<file path="config.mk">
export PLATFORM = sky130hd
export DESIGN_NAME = button_report_event_queue
export DESIGN_NICKNAME = d
export VERILOG_FILES = /design/src/hdl/evq_pkg.sv /design/src/hdl/button_report_event_queue.sv /design/src/hdl/evq_ram.sv /design/src/hdl/evq_front.sv /design/src/hdl/evq_cmd_fifo.sv /design/src/hdl/evq_back.sv
export SDC_FILE = /design/constraint.sdc
export NUM_CORES = 1
export LEC_CHECK = 0
export BUFFER_PORTS_ARGS = -buffer_cell sky130_fd_sc_hd__buf_4
export CAP_MARGIN = 10
export CORE_ASPECT_RATIO = 0.9
export CORE_MARGIN = 2
export CORE_UTILIZATION = 35
export CTS_BUF_LIST = sky130_fd_sc_hd__clkbuf_4
export DETAILED_ROUTE_END_ITERATION = 10
export SKIP_CTS_REPAIR_TIMING = 1
export SYNTH_ARGS = -nofsm -noshare
export SYNTH_HDL_FRONTEND = slang
export SYNTH_SLANG_ARGS = --single-unit
</file>
<file path="constraint.sdc">
create_clock -name clk -period 8.7 [get_ports clk]
set_input_delay 2.175 -clock clk [delete_from_list [all_inputs] [get_ports clk]]
set_output_delay 2.175 -clock clk [all_outputs]
set_load 0.01 [all_outputs]
</file>
<file path="src/hdl/evq_pkg.sv">
// Types, codes and the button bit table of the button event queue.
// No dependencies.
package evq_pkg;

  localparam int MASK_W           = 24;
  localparam int CODE_W           = 4;
  localparam int MIN_REPORT_BYTES = 3;

  localparam logic [1:0] KIND_REPORT     = 2'd0;
  localparam logic [1:0] KIND_POP        = 2'd1;
  localparam logic [1:0] KIND_LINK_RESET = 2'd2;

  typedef struct packed {
    logic [1:0]        kind;
    logic [MASK_W-1:0] report_mask;
    logic [7:0]        report_length;
  } in_item_t;

  typedef struct packed {
    logic              event_valid;
    logic [CODE_W-1:0] button_code;
    logic [MASK_W-1:0] raw_mask;
    logic              pressed;
    logic              more_pending;
  } out_item_t;

  // One slot of the event ring.
  typedef struct packed {
    logic              pressed;
    logic [CODE_W-1:0] code;
    logic [MASK_W-1:0] mask;
  } entry_t;

  // Work handed from the front to the back.
  typedef struct packed {
    logic              is_pop;
    logic [MASK_W-1:0] old_mask;
    logic [MASK_W-1:0] new_mask;
  } cmd_t;

  typedef enum logic [1:0] {
    BK_IDLE,
    BK_SCAN,
    BK_UNKNOWN,
    BK_POP
  } back_state_t;

  // Button table: fixed bits first, then the remaining bits in ascending order.
  function automatic logic [MASK_W-1:0] button_bit(input logic [4:0] idx);
    logic [MASK_W-1:0] b;
    case (idx)
      5'd0:    b = 24'h000001;
      5'd1:    b = 24'h000002;
      5'd2:    b = 24'h000004;
      5'd3:    b = 24'h000008;
      5'd4:    b = 24'h000010;
      5'd5:    b = 24'h000020;
      5'd6:    b = 24'h000040;
      5'd7:    b = 24'h000080;
      5'd8:    b = 24'h000100;
      5'd9:    b = 24'h000200;
      5'd10:   b = 24'h000400;
      5'd11:   b = 24'h002000;
      5'd12:   b = 24'h040000;
      5'd13:   b = 24'h080000;
      5'd14:   b = 24'h000800;
      5'd15:   b = 24'h001000;
      5'd16:   b = 24'h004000;
      5'd17:   b = 24'h008000;
      5'd18:   b = 24'h010000;
      5'd19:   b = 24'h020000;
      5'd20:   b = 24'h100000;
      5'd21:   b = 24'h200000;
      5'd22:   b = 24'h400000;
      5'd23:   b = 24'h800000;
      default: b = '0;
    endcase
    return b;
  endfunction

  // Union of the first n table bits.
  function automatic logic [MASK_W-1:0] known_mask(input int n);
    logic [MASK_W-1:0] m;
    m = '0;
    for (int i = 0; i < MASK_W; i++) begin
      if (i < n) m = m | button_bit(5'(i));
    end
    return m;
  endfunction

endpackage

</file>
<file path="src/hdl/button_report_event_queue.sv">
// Button report event queue: a pop result is strobed from a register after its word
// passes the command queue, and after a ring RAM read when the ring is not empty,
// behind any queued work. A changed report holds the back end, one table bit a
// cycle; busy rises when the two-entry command queue is full.
// Synchronous reset clears the previous mask, ring pointers and command queue;
// ring contents are not cleared. The receiver cannot stall results.
module button_report_event_queue
  import evq_pkg::*;
#(
  parameter int QUEUE_SLOTS = 16,
  parameter int NUM_BUTTONS = 14
) (
  input  logic      clk,
  input  logic      rst_n,
  input  logic      start,
  output logic      busy,
  input  in_item_t  in_data,
  output logic      out_strobe,
  output out_item_t out_data
);

  localparam int PW = $clog2(QUEUE_SLOTS);
  localparam int EW = $bits(entry_t);

  logic          cmdq_full;
  logic          cmdq_not_empty;
  logic          cmd_push;
  logic          cmd_pop;
  cmd_t          front_cmd;
  cmd_t          head_cmd;
  logic          ram_we;
  logic [PW-1:0] ram_waddr;
  logic [PW-1:0] ram_raddr;
  logic [EW-1:0] ram_wdata;
  logic [EW-1:0] ram_rdata;

  evq_front u_front (
    .clk       (clk),
    .rst_n     (rst_n),
    .start     (start),
    .in_data   (in_data),
    .busy      (busy),
    .cmdq_full (cmdq_full),
    .cmd_push  (cmd_push),
    .cmd       (front_cmd)
  );

  evq_cmd_fifo u_cmdq (
    .clk       (clk),
    .rst_n     (rst_n),
    .push      (cmd_push),
    .push_cmd  (front_cmd),
    .full      (cmdq_full),
    .not_empty (cmdq_not_empty),
    .pop       (cmd_pop),
    .head      (head_cmd)
  );

  evq_back #(
    .QUEUE_SLOTS (QUEUE_SLOTS),
    .NUM_BUTTONS (NUM_BUTTONS)
  ) u_back (
    .clk        (clk),
    .rst_n      (rst_n),
    .cmd_valid  (cmdq_not_empty),
    .cmd        (head_cmd),
    .cmd_pop    (cmd_pop),
    .ram_we     (ram_we),
    .ram_waddr  (ram_waddr),
    .ram_wdata  (ram_wdata),
    .ram_raddr  (ram_raddr),
    .ram_rdata  (ram_rdata),
    .out_strobe (out_strobe),
    .out_data   (out_data)
  );

  evq_ram #(
    .WIDTH (EW),
    .DEPTH (QUEUE_SLOTS)
  ) u_ring (
    .clk   (clk),
    .we    (ram_we),
    .waddr (ram_waddr),
    .wdata (ram_wdata),
    .raddr (ram_raddr),
    .rdata (ram_rdata)
  );

endmodule

</file>
<file path="src/hdl/evq_ram.sv">
// Generic single-write, single-read RAM with registered read data.
// No dependencies.
module evq_ram #(
  parameter int WIDTH = 29,
  parameter int DEPTH = 16
) (
  input  logic                     clk,
  input  logic                     we,
  input  logic [$clog2(DEPTH)-1:0] waddr,
  input  logic [WIDTH-1:0]         wdata,
  input  logic [$clog2(DEPTH)-1:0] raddr,
  output logic [WIDTH-1:0]         rdata
);

  logic [WIDTH-1:0] mem [DEPTH];

  always_ff @(posedge clk) begin
    if (we) mem[waddr] <= wdata;
    rdata <= mem[raddr];
  end

endmodule

</file>
<file path="src/hdl/evq_front.sv">
// Front end: accepts words, filters reports and keeps the previous mask.
// Depends on evq_pkg.
module evq_front
  import evq_pkg::*;
(
  input  logic     clk,
  input  logic     rst_n,
  input  logic     start,
  input  in_item_t in_data,
  output logic     busy,
  input  logic     cmdq_full,
  output logic     cmd_push,
  output cmd_t     cmd
);

  logic [MASK_W-1:0] prev_mask_r, prev_mask_nxt;
  logic              accept;

  assign busy   = cmdq_full;
  assign accept = start && !cmdq_full;

  always_comb begin
    prev_mask_nxt = prev_mask_r;
    cmd_push      = 1'b0;
    cmd.is_pop    = 1'b0;
    cmd.old_mask  = prev_mask_r;
    cmd.new_mask  = in_data.report_mask;
    if (accept) begin
      case (in_data.kind)
        KIND_REPORT: begin
          // drop short and unchanged reports
          if (in_data.report_length >= 8'(MIN_REPORT_BYTES) &&
              in_data.report_mask != prev_mask_r) begin
            cmd_push      = 1'b1;
            prev_mask_nxt = in_data.report_mask;
          end
        end
        KIND_POP: begin
          cmd_push   = 1'b1;
          cmd.is_pop = 1'b1;
        end
        KIND_LINK_RESET: prev_mask_nxt = '0;
        default: ;
      endcase
    end
  end

  always_ff @(posedge clk) begin
    if (!rst_n) begin
      prev_mask_r <= '0;
    end else begin
      prev_mask_r <= prev_mask_nxt;
    end
  end

endmodule

</file>
<file path="src/hdl/evq_cmd_fifo.sv">
// Two-entry command queue between front and back.
// Depends on evq_pkg.
module evq_cmd_fifo
  import evq_pkg::*;
(
  input  logic clk,
  input  logic rst_n,
  input  logic push,
  input  cmd_t push_cmd,
  output logic full,
  output logic not_empty,
  input  logic pop,
  output cmd_t head
);

  cmd_t       slot_r [2];
  logic       wr_ptr_r, wr_ptr_nxt;
  logic       rd_ptr_r, rd_ptr_nxt;
  logic [1:0] count_r, count_nxt;

  assign full      = (count_r == 2'd2);
  assign not_empty = (count_r != 2'd0);
  assign head      = slot_r[rd_ptr_r];

  always_comb begin
    wr_ptr_nxt = push ? ~wr_ptr_r : wr_ptr_r;
    rd_ptr_nxt = pop ? ~rd_ptr_r : rd_ptr_r;
    count_nxt  = count_r + {1'b0, push} - {1'b0, pop};
  end

  always_ff @(posedge clk) begin
    if (push) slot_r[wr_ptr_r] <= push_cmd;
  end

  always_ff @(posedge clk) begin
    if (!rst_n) begin
      wr_ptr_r <= 1'b0;
      rd_ptr_r <= 1'b0;
      count_r  <= '0;
    end else begin
      wr_ptr_r <= wr_ptr_nxt;
      rd_ptr_r <= rd_ptr_nxt;
      count_r  <= count_nxt;
    end
  end

endmodule

</file>
<file path="src/hdl/evq_back.sv">
// Back end: scans button changes into the event ring and serves pops.
// Depends on evq_pkg; drives the ring RAM ports.
module evq_back
  import evq_pkg::*;
#(
  parameter int QUEUE_SLOTS = 16,
  parameter int NUM_BUTTONS = 14
) (
  input  logic                           clk,
  input  logic                           rst_n,
  input  logic                           cmd_valid,
  input  cmd_t                           cmd,
  output logic                           cmd_pop,
  output logic                           ram_we,
  output logic [$clog2(QUEUE_SLOTS)-1:0] ram_waddr,
  output logic [$bits(entry_t)-1:0]      ram_wdata,
  output logic [$clog2(QUEUE_SLOTS)-1:0] ram_raddr,
  input  logic [$bits(entry_t)-1:0]      ram_rdata,
  output logic                           out_strobe,
  output out_item_t                      out_data
);

  localparam int PW = $clog2(QUEUE_SLOTS);
  localparam int IW = (NUM_BUTTONS > 1) ? $clog2(NUM_BUTTONS) : 1;
  localparam logic [CODE_W-1:0] UNKNOWN_CODE = CODE_W'(NUM_BUTTONS);
  localparam logic [MASK_W-1:0] KNOWN        = known_mask(NUM_BUTTONS);

  function automatic logic [PW-1:0] ptr_inc(input logic [PW-1:0] p);
    return (p == PW'(QUEUE_SLOTS - 1)) ? '0 : p + 1'b1;
  endfunction

  back_state_t       state_r, state_nxt;
  logic [IW-1:0]     idx_r, idx_nxt;
  logic [PW-1:0]     wp_r, wp_nxt;
  logic [PW-1:0]     rp_r, rp_nxt;
  logic [MASK_W-1:0] old_r, old_nxt;
  logic [MASK_W-1:0] new_r, new_nxt;
  logic              strobe_r, strobe_nxt;
  out_item_t         out_r, out_nxt;
  entry_t            wr_entry;
  entry_t            rd_entry;
  logic              push;
  logic [MASK_W-1:0] cur_bit;
  logic [7:0]        idx_ext;

  assign ram_raddr  = rp_r;
  assign ram_waddr  = wp_r;
  assign ram_we     = push;
  assign ram_wdata  = wr_entry;
  assign rd_entry   = entry_t'(ram_rdata);
  assign out_strobe = strobe_r;
  assign out_data   = out_r;
  assign idx_ext    = 8'(idx_r);
  assign cur_bit    = button_bit(5'(idx_r));

  always_comb begin
    state_nxt  = state_r;
    idx_nxt    = idx_r;
    wp_nxt     = wp_r;
    rp_nxt     = rp_r;
    old_nxt    = old_r;
    new_nxt    = new_r;
    strobe_nxt = 1'b0;
    out_nxt    = out_r;
    cmd_pop    = 1'b0;
    push       = 1'b0;
    wr_entry   = '{pressed: 1'b1, code: UNKNOWN_CODE, mask: new_r};
    case (state_r)
      BK_IDLE: begin
        if (cmd_valid) begin
          cmd_pop = 1'b1;
          if (cmd.is_pop) begin
            if (wp_r == rp_r) begin
              strobe_nxt = 1'b1;
              out_nxt    = '0;
            end else begin
              // RAM read of the old pointer lands in BK_POP
              rp_nxt    = ptr_inc(rp_r);
              state_nxt = BK_POP;
            end
          end else begin
            old_nxt   = cmd.old_mask;
            new_nxt   = cmd.new_mask;
            idx_nxt   = '0;
            state_nxt = BK_SCAN;
          end
        end
      end
      BK_SCAN: begin
        if (((old_r ^ new_r) & cur_bit) != '0) begin
          push     = 1'b1;
          wr_entry = '{pressed: |(new_r & cur_bit), code: idx_ext[CODE_W-1:0],
                       mask: cur_bit};
        end
        if (idx_r == IW'(NUM_BUTTONS - 1)) begin
          state_nxt = BK_UNKNOWN;
        end else begin
          idx_nxt = idx_r + 1'b1;
        end
      end
      BK_UNKNOWN: begin
        if (new_r != '0 && old_r == '0 && (new_r & KNOWN) == '0) push = 1'b1;
        state_nxt = BK_IDLE;
      end
      BK_POP: begin
        strobe_nxt = 1'b1;
        out_nxt    = '{event_valid: 1'b1, button_code: rd_entry.code,
                       raw_mask: rd_entry.mask, pressed: rd_entry.pressed,
                       more_pending: wp_r != rp_r};
        state_nxt  = BK_IDLE;
      end
      default: state_nxt = BK_IDLE;
    endcase
    if (push) begin
      // full ring: drop the oldest word
      wp_nxt = ptr_inc(wp_r);
      if (ptr_inc(wp_r) == rp_r) rp_nxt = ptr_inc(rp_r);
    end
  end

  always_ff @(posedge clk) begin
    if (!rst_n) begin
      state_r  <= BK_IDLE;
      wp_r     <= '0;
      rp_r     <= '0;
      strobe_r <= 1'b0;
    end else begin
      state_r  <= state_nxt;
      wp_r     <= wp_nxt;
      rp_r     <= rp_nxt;
      strobe_r <= strobe_nxt;
    end
  end

  always_ff @(posedge clk) begin
    idx_r <= idx_nxt;
    old_r <= old_nxt;
    new_r <= new_nxt;
    out_r <= out_nxt;
  end

endmodule

</file>
-- Word level (Yosys, flattened, before mapping)
Memory sizes are Yosys's and may differ from the RTL's. A register that Yosys moved wholly into a read port is not among the register bits.
Index checks and enable logic that the tools add are counted.
- output and inout bits: 33
- logic and storage cells: 120
- RAM bits: 562
- bits of input ports: 37
- memories kept: 3
- register bits: 122
- memory bits (read-only): 256
- memories (memory ; depth ; bits a word ; read ports ; clocked after memory_dff ; write ports ; RTL line ; RTL):
    u_ring.mem ; 16 ; 29 ; 1 ; 1 ; 1 ; evq_ram.sv:15 ; logic [WIDTH-1:0] mem [DEPTH];
    (no name shown) ; 16 ; 16 ; 1 ; 1 ; 0 ; evq_pkg.sv:51 ; case (idx)
    u_cmdq.slot_r ; 2 ; 49 ; 1 ; 1 ; 1 ; evq_cmd_fifo.sv:16 ; cmd_t slot_r [2];
- $lt $le $gt $ge: 1
- reductions and logical operators: 22
- eq/ne operators: 21
- add/sub/neg operators: 5
- bitwise gates (word level): 6
- mux-type cells: 46
- operator list (kind ; count):
    two-way mux 31 bit ; 3
    case mux 31 bit (2 select lines) ; 1
    two-way mux 29 bit ; 2
    bitwise AND 24 bit ; 2
    logical NOT 24 bit ; 2
    two-way mux 4 bit ; 12
    case mux 24 bit (2 select lines) ; 1
    nonzero test 24 bit ; 2
    two-way mux 24 bit ; 1
    inequality test 24 bit ; 1
    OR reduction 24 bit ; 1
    XOR 24 bit ; 1
    two-way mux 1 bit ; 17
    adder 4 x 1 -> 4 bit (second input constant) ; 3
    equality test 4 bit (second input constant) ; 3
    AND reduction 3 bit ; 3
    equality test 2 bit (second input constant) ; 4
    equality test 4 bit ; 2
    >= comparator 8 x 2 -> 1 bit (second input constant) ; 1
    two-way mux 2 bit ; 4
    inequality test 2 bit (second input constant) ; 4
    case mux 4 bit (2 select lines) ; 1
    AND reduction 4 bit ; 2
    nonzero test 2 bit ; 4
    other kinds (13) ; 24

-- Depth between registers and ports, before layout
- word-level depth: 8
- gate-level depth with buffers: 12
- gate-level depth less buffers: 12

-- Hierarchy
A second synthesis with hierarchy kept.
- cell total of the unflattened synthesis: 1461
- area total of the unflattened synthesis: 28026.9 µm²
- by module, submodules not included (module ; cells an instance ; area an instance (µm²) ; instances ; sequential area each (µm²)):
    evq_ram ; 761 ; 18032.3 ; 1 ; 14513.9
    evq_back ; 402 ; 4892.2 ; 1 ; 3032.9
    evq_cmd_fifo ; 173 ; 3808.7 ; 1 ; 3042.9
    evq_front ; 125 ; 1293.7 ; 1 ; 480.5

-- Worst setup path after synthesis
No wires, ideal clock.
- path type: in2reg
- start: in in_data[23] (netlist name)
- end: mem u_cmdq.slot_r[0][0] (netlist name) (enable)
- setup time: 0.456 ns
- arrival: 5.066 ns
- path buffers: 0
- data required time: 8.244 ns
- setup slack: 3.178 ns
- stages on the path: 7
- cell sequence: xor2_1 nor4_1 nand4_1 o21ai_1 a211oi_1 inv_1 nor2_1
- longest elaborated chain between the ends: 7
- ends and longest elaborated chain (element ; RTL line ; RTL):
    start: declaration ; button_report_event_queue.sv:17 ; input in_item_t in_data,
    inequality test 24 bit ; evq_front.sv:33 ; in_data.report_mask != prev_mask_r) begin
    logical AND 1 bit ; evq_front.sv:32 ; if (in_data.report_length >= 8'(MIN_REPORT_BYTES) &&
    two-way mux 1 bit ; evq_front.sv:32 ;
    case mux 1 bit (2 select lines) ; evq_front.sv:29 ; case (in_data.kind)
    two-way mux 1 bit ; evq_front.sv:28 ; if (accept) begin
    two-way mux 1 bit ; evq_cmd_fifo.sv:32 ; if (push) slot_r[wr_ptr_r] <= push_cmd;
    two-way mux 1 bit (implied by the code) ; evq_cmd_fifo.sv:32 ;
    end: declaration ; evq_cmd_fifo.sv:16 ;
Every way passes these cells.

-- Worst setup path after layout
- start: reg u_cmdq.count_r[1]
- end: out busy
- longest elaborated chain between the ends: 1
- ends and longest elaborated chain (element ; RTL line ; RTL):
    start: declaration ; evq_cmd_fifo.sv:19 ; logic [1:0] count_r, count_nxt;
    start signal: assignment ; evq_cmd_fifo.sv:43 ; count_r <= count_nxt;
    equality test 2 bit ; evq_cmd_fifo.sv:21 ; assign full = (count_r == 2'd2);
    end: declaration ; button_report_event_queue.sv:16 ; output logic busy,
Every way passes these cells.

==> results.txt <==
FMAX = 254 MHz
endpoints failing hold = 0
die width = 302 um
Synth cell types = 49
largest net degree at the start of global routing = 112
drt total wl = 60.6 mm
CTS root buffer = clkbuf_4
clock sink count = 730
Max-Cap Viols = 0
GR Util All Layers = 15.1%
Slew headroom = 19.8%
routed vias/inst = 4.93
area grow syn2layout = 15.3%
synthesized area per cell = 20.2 um^2
power share of the clock group = 34.3%
Post-Place Cells = 2,470
Comb power frac = 13.0%
worst-margin pin slew = 1.20 ns
Synth top area share = 69.4%
global-route wire length before repair = 91.0 mm
most frequent cells in the layout = edfxtp_1 (645), clkbuf_4 (285), mux4_2 (145)
TritonCTS Buffers = 181
WL/cell = 21.6 um
Sw Pwr = 2.20 mW
Synth area leaders = edfxtp_1 (69%), mux4_2 (12%), dfxtp_1 (6.1%)
DP HPWL = 32.9 mm
register area share after synthesis = 75.5%
fin crit period = 3.94 ns
Int Power = 6.24 mW
violation count after the first detailed-routing iteration = 1,076
outcome = completed
Top Ports = 70
Cell Rows = 98
final worst path period share = 45.3%
reg-to-reg slack, setup = 4.89 ns
Crit Path Class = reg -> out
Synth Instances = 1,384
placed instance area = 29,700 um^2
syn_nets = 1,434
clock tree buffer depth = 3
RSZ-0062 raised after global routing = false
ys async rst share = 0%
Worst setup EP type = output pin
ys flop type = edfxtp_1
Sw Ratio = 26.1%
CTS tree = done
Setup Skew = 0.0744 ns
Final Worst Setup Slack = 4.76 ns
Die Footprint = 82,000 um^2
Worst-path clk slew = 0.07 ns
Die H = 272 um
# nets final = 1,653
Overall Power = 8.44 mW
CORE AREA = 79,200 um^2
final setup TNS = 0 ns
Antenna Violating Nets Remaining = 0
GPL Wtd Cong = 0.804
leakage = 10.5 nW
port bufs = 69
Startpoint Class = flop
Worst Hold Depth = 1
Register-to-Register Path Depth = 7
worst path arrival time = 1.76 ns
Yosys top cell by area = edfxtp_1
remaining global-route overflow = 0
initial antenna violation count = 4
synth warn = 0
pre-CTS setup slack = 3.75 ns
crit path max fanout = 4
Final Setup Violations = 0
drc violations = 0
Layout Cells excl Fill = 2,803
Post-synth EDFFs = 645
sequential power share = 52.7%
Mapped Area = 27,900 um^2
max-slew violations = 0
Starting Density = 35.2%
Max VDD drop = 0.113 mV
ratio of cells with drive above 1 in the final layout = 36.9%
P per Cell Area = 263 nW/um^2
CP required = 6.53 ns
most common cell after layout, fill and taps aside = edfxtp_1
Via Count = 13,800
vias in the first global route = 14,800
htree depth = 4
Final Cell Area = 32,100 um^2
#FFs+latches synth = 730
drt pass-1 iters = 7
clock latency on the worst-skew pair = 1.01 ns
HP Class = reg -> reg
[worst paths after layout]
| path | start | end |
|---|---|---|
| min reg2reg | u_ring.rdata[7] | u_back.out_data[9] |
| min | u_ring.rdata[7] | u_back.out_data[9] |
| max | u_cmdq.count_r[1] | busy |
| max reg2reg | u_back.old_r[14] | u_ring.mem[6][13] |
[critical path, stage by stage (launching register included)]
cell	delay (ns)
dfxtp_1	0.38
nor2b_1	0.25
buf_4	0.17
[stage by stage]
step	hold slack, ns	utilization [%]
after floorplan	0.451	-
after global placement	0.483	37.5
after detailed placement	0.495	37.5
after CTS	0.503	40.6
after global routing	0.521	40.6
final	0.493	40.6
[area by class of cell]
class	count	area [um^2]
clock inverters	45	274
multi-input cells	574	6520
fillers	7208	47100
diodes	3	7.51
clock buffers	285	2140
inverters	19	71.3
well taps	1050	1310
repair buffers	97	741
flip-flops and latches	730	21100
[power groups by stage]
stage                     Clock, mW  Combinational [mW]  Sequential (mW)
after floorplan                   0               0.615             4.52
after CTS                      2.99                1.10             4.45
final                          2.90                1.09             4.45
after global placement            0                1.07             4.52
after detailed placement          0                1.10             4.53
after global routing           3.16                1.20             4.47
[cells by family after synthesis]
| group | synth area share [%] |
|---|---|
| flip-flops | 75.5 |
| multiplexers | 15.5 |
| AND/OR/NAND/NOR | 3.97 |
| buffers and inverters | 1.29 |
| AO/OA/AOI/OAI | 1.44 |
| XOR/XNOR | 1.66 |
| adder cells (fa/ha/maj) | 0.583 |
[cells in the mapped netlist, types with 2 or more instances]
cell      instances
buf_1            14
a211oi_2          2
nor2b_1           8
xor2_1           44
inv_1            17
and3_1           13
a21o_1            2
mux2_2           65
o21ai_1           3
nand3_1          29
a211oi_1          3
a221oi_1          2
mux4_2          145
a21oi_1           8
o21ai_0           6
dfxtp_1          85
buf_4             8
buf_2            11
mux2i_1          33
ha_1             13
and2_1           46
nand2b_1          6
edfxtp_1        645
a31oi_1           5
nor4_1           16
nor3_1            5
or3_1             2
buf_6             2
a22oi_1          14
nand4_1           7
a32oi_1           4
nand2_1          47
clkbuf_1         25
xnor2_1           9
nor2_1           26
[sequential cells by signal, indices dropped and copies added (netlist names), named ones only]
signal / count
u_ring.mem: 464
u_back.out_data: 31
u_front.prev_mask_r: 24
u_cmdq.rd_ptr_r: 1
u_back.ram_raddr: 4
u_back.idx_r: 4
u_back.out_strobe: 1
u_back.new_r: 24
u_back.ram_waddr: 4
u_back.cur_bit: 16
u_back.old_r: 24
u_cmdq.count_r: 2
u_ring.rdata: 29
u_cmdq.wr_ptr_r: 1
u_back.state_r: 2
u_cmdq.slot_r: 98
[per-layer routing]
| metal | track usage [%] | vias up | part of all wire, % |
|---|---|---|---|
| met3 | 3.31 | 100 | 6.2 |
| met4 | 6.84 | 0 | 2.5 |
| met2 | 23.1 | 460 | 47 |
| met1 | 20.6 | 7112 | 44 |
| met5 | 0 | - | 0 |
| li1 | - | 6138 | - |
(Power assumes the default switching activity.)
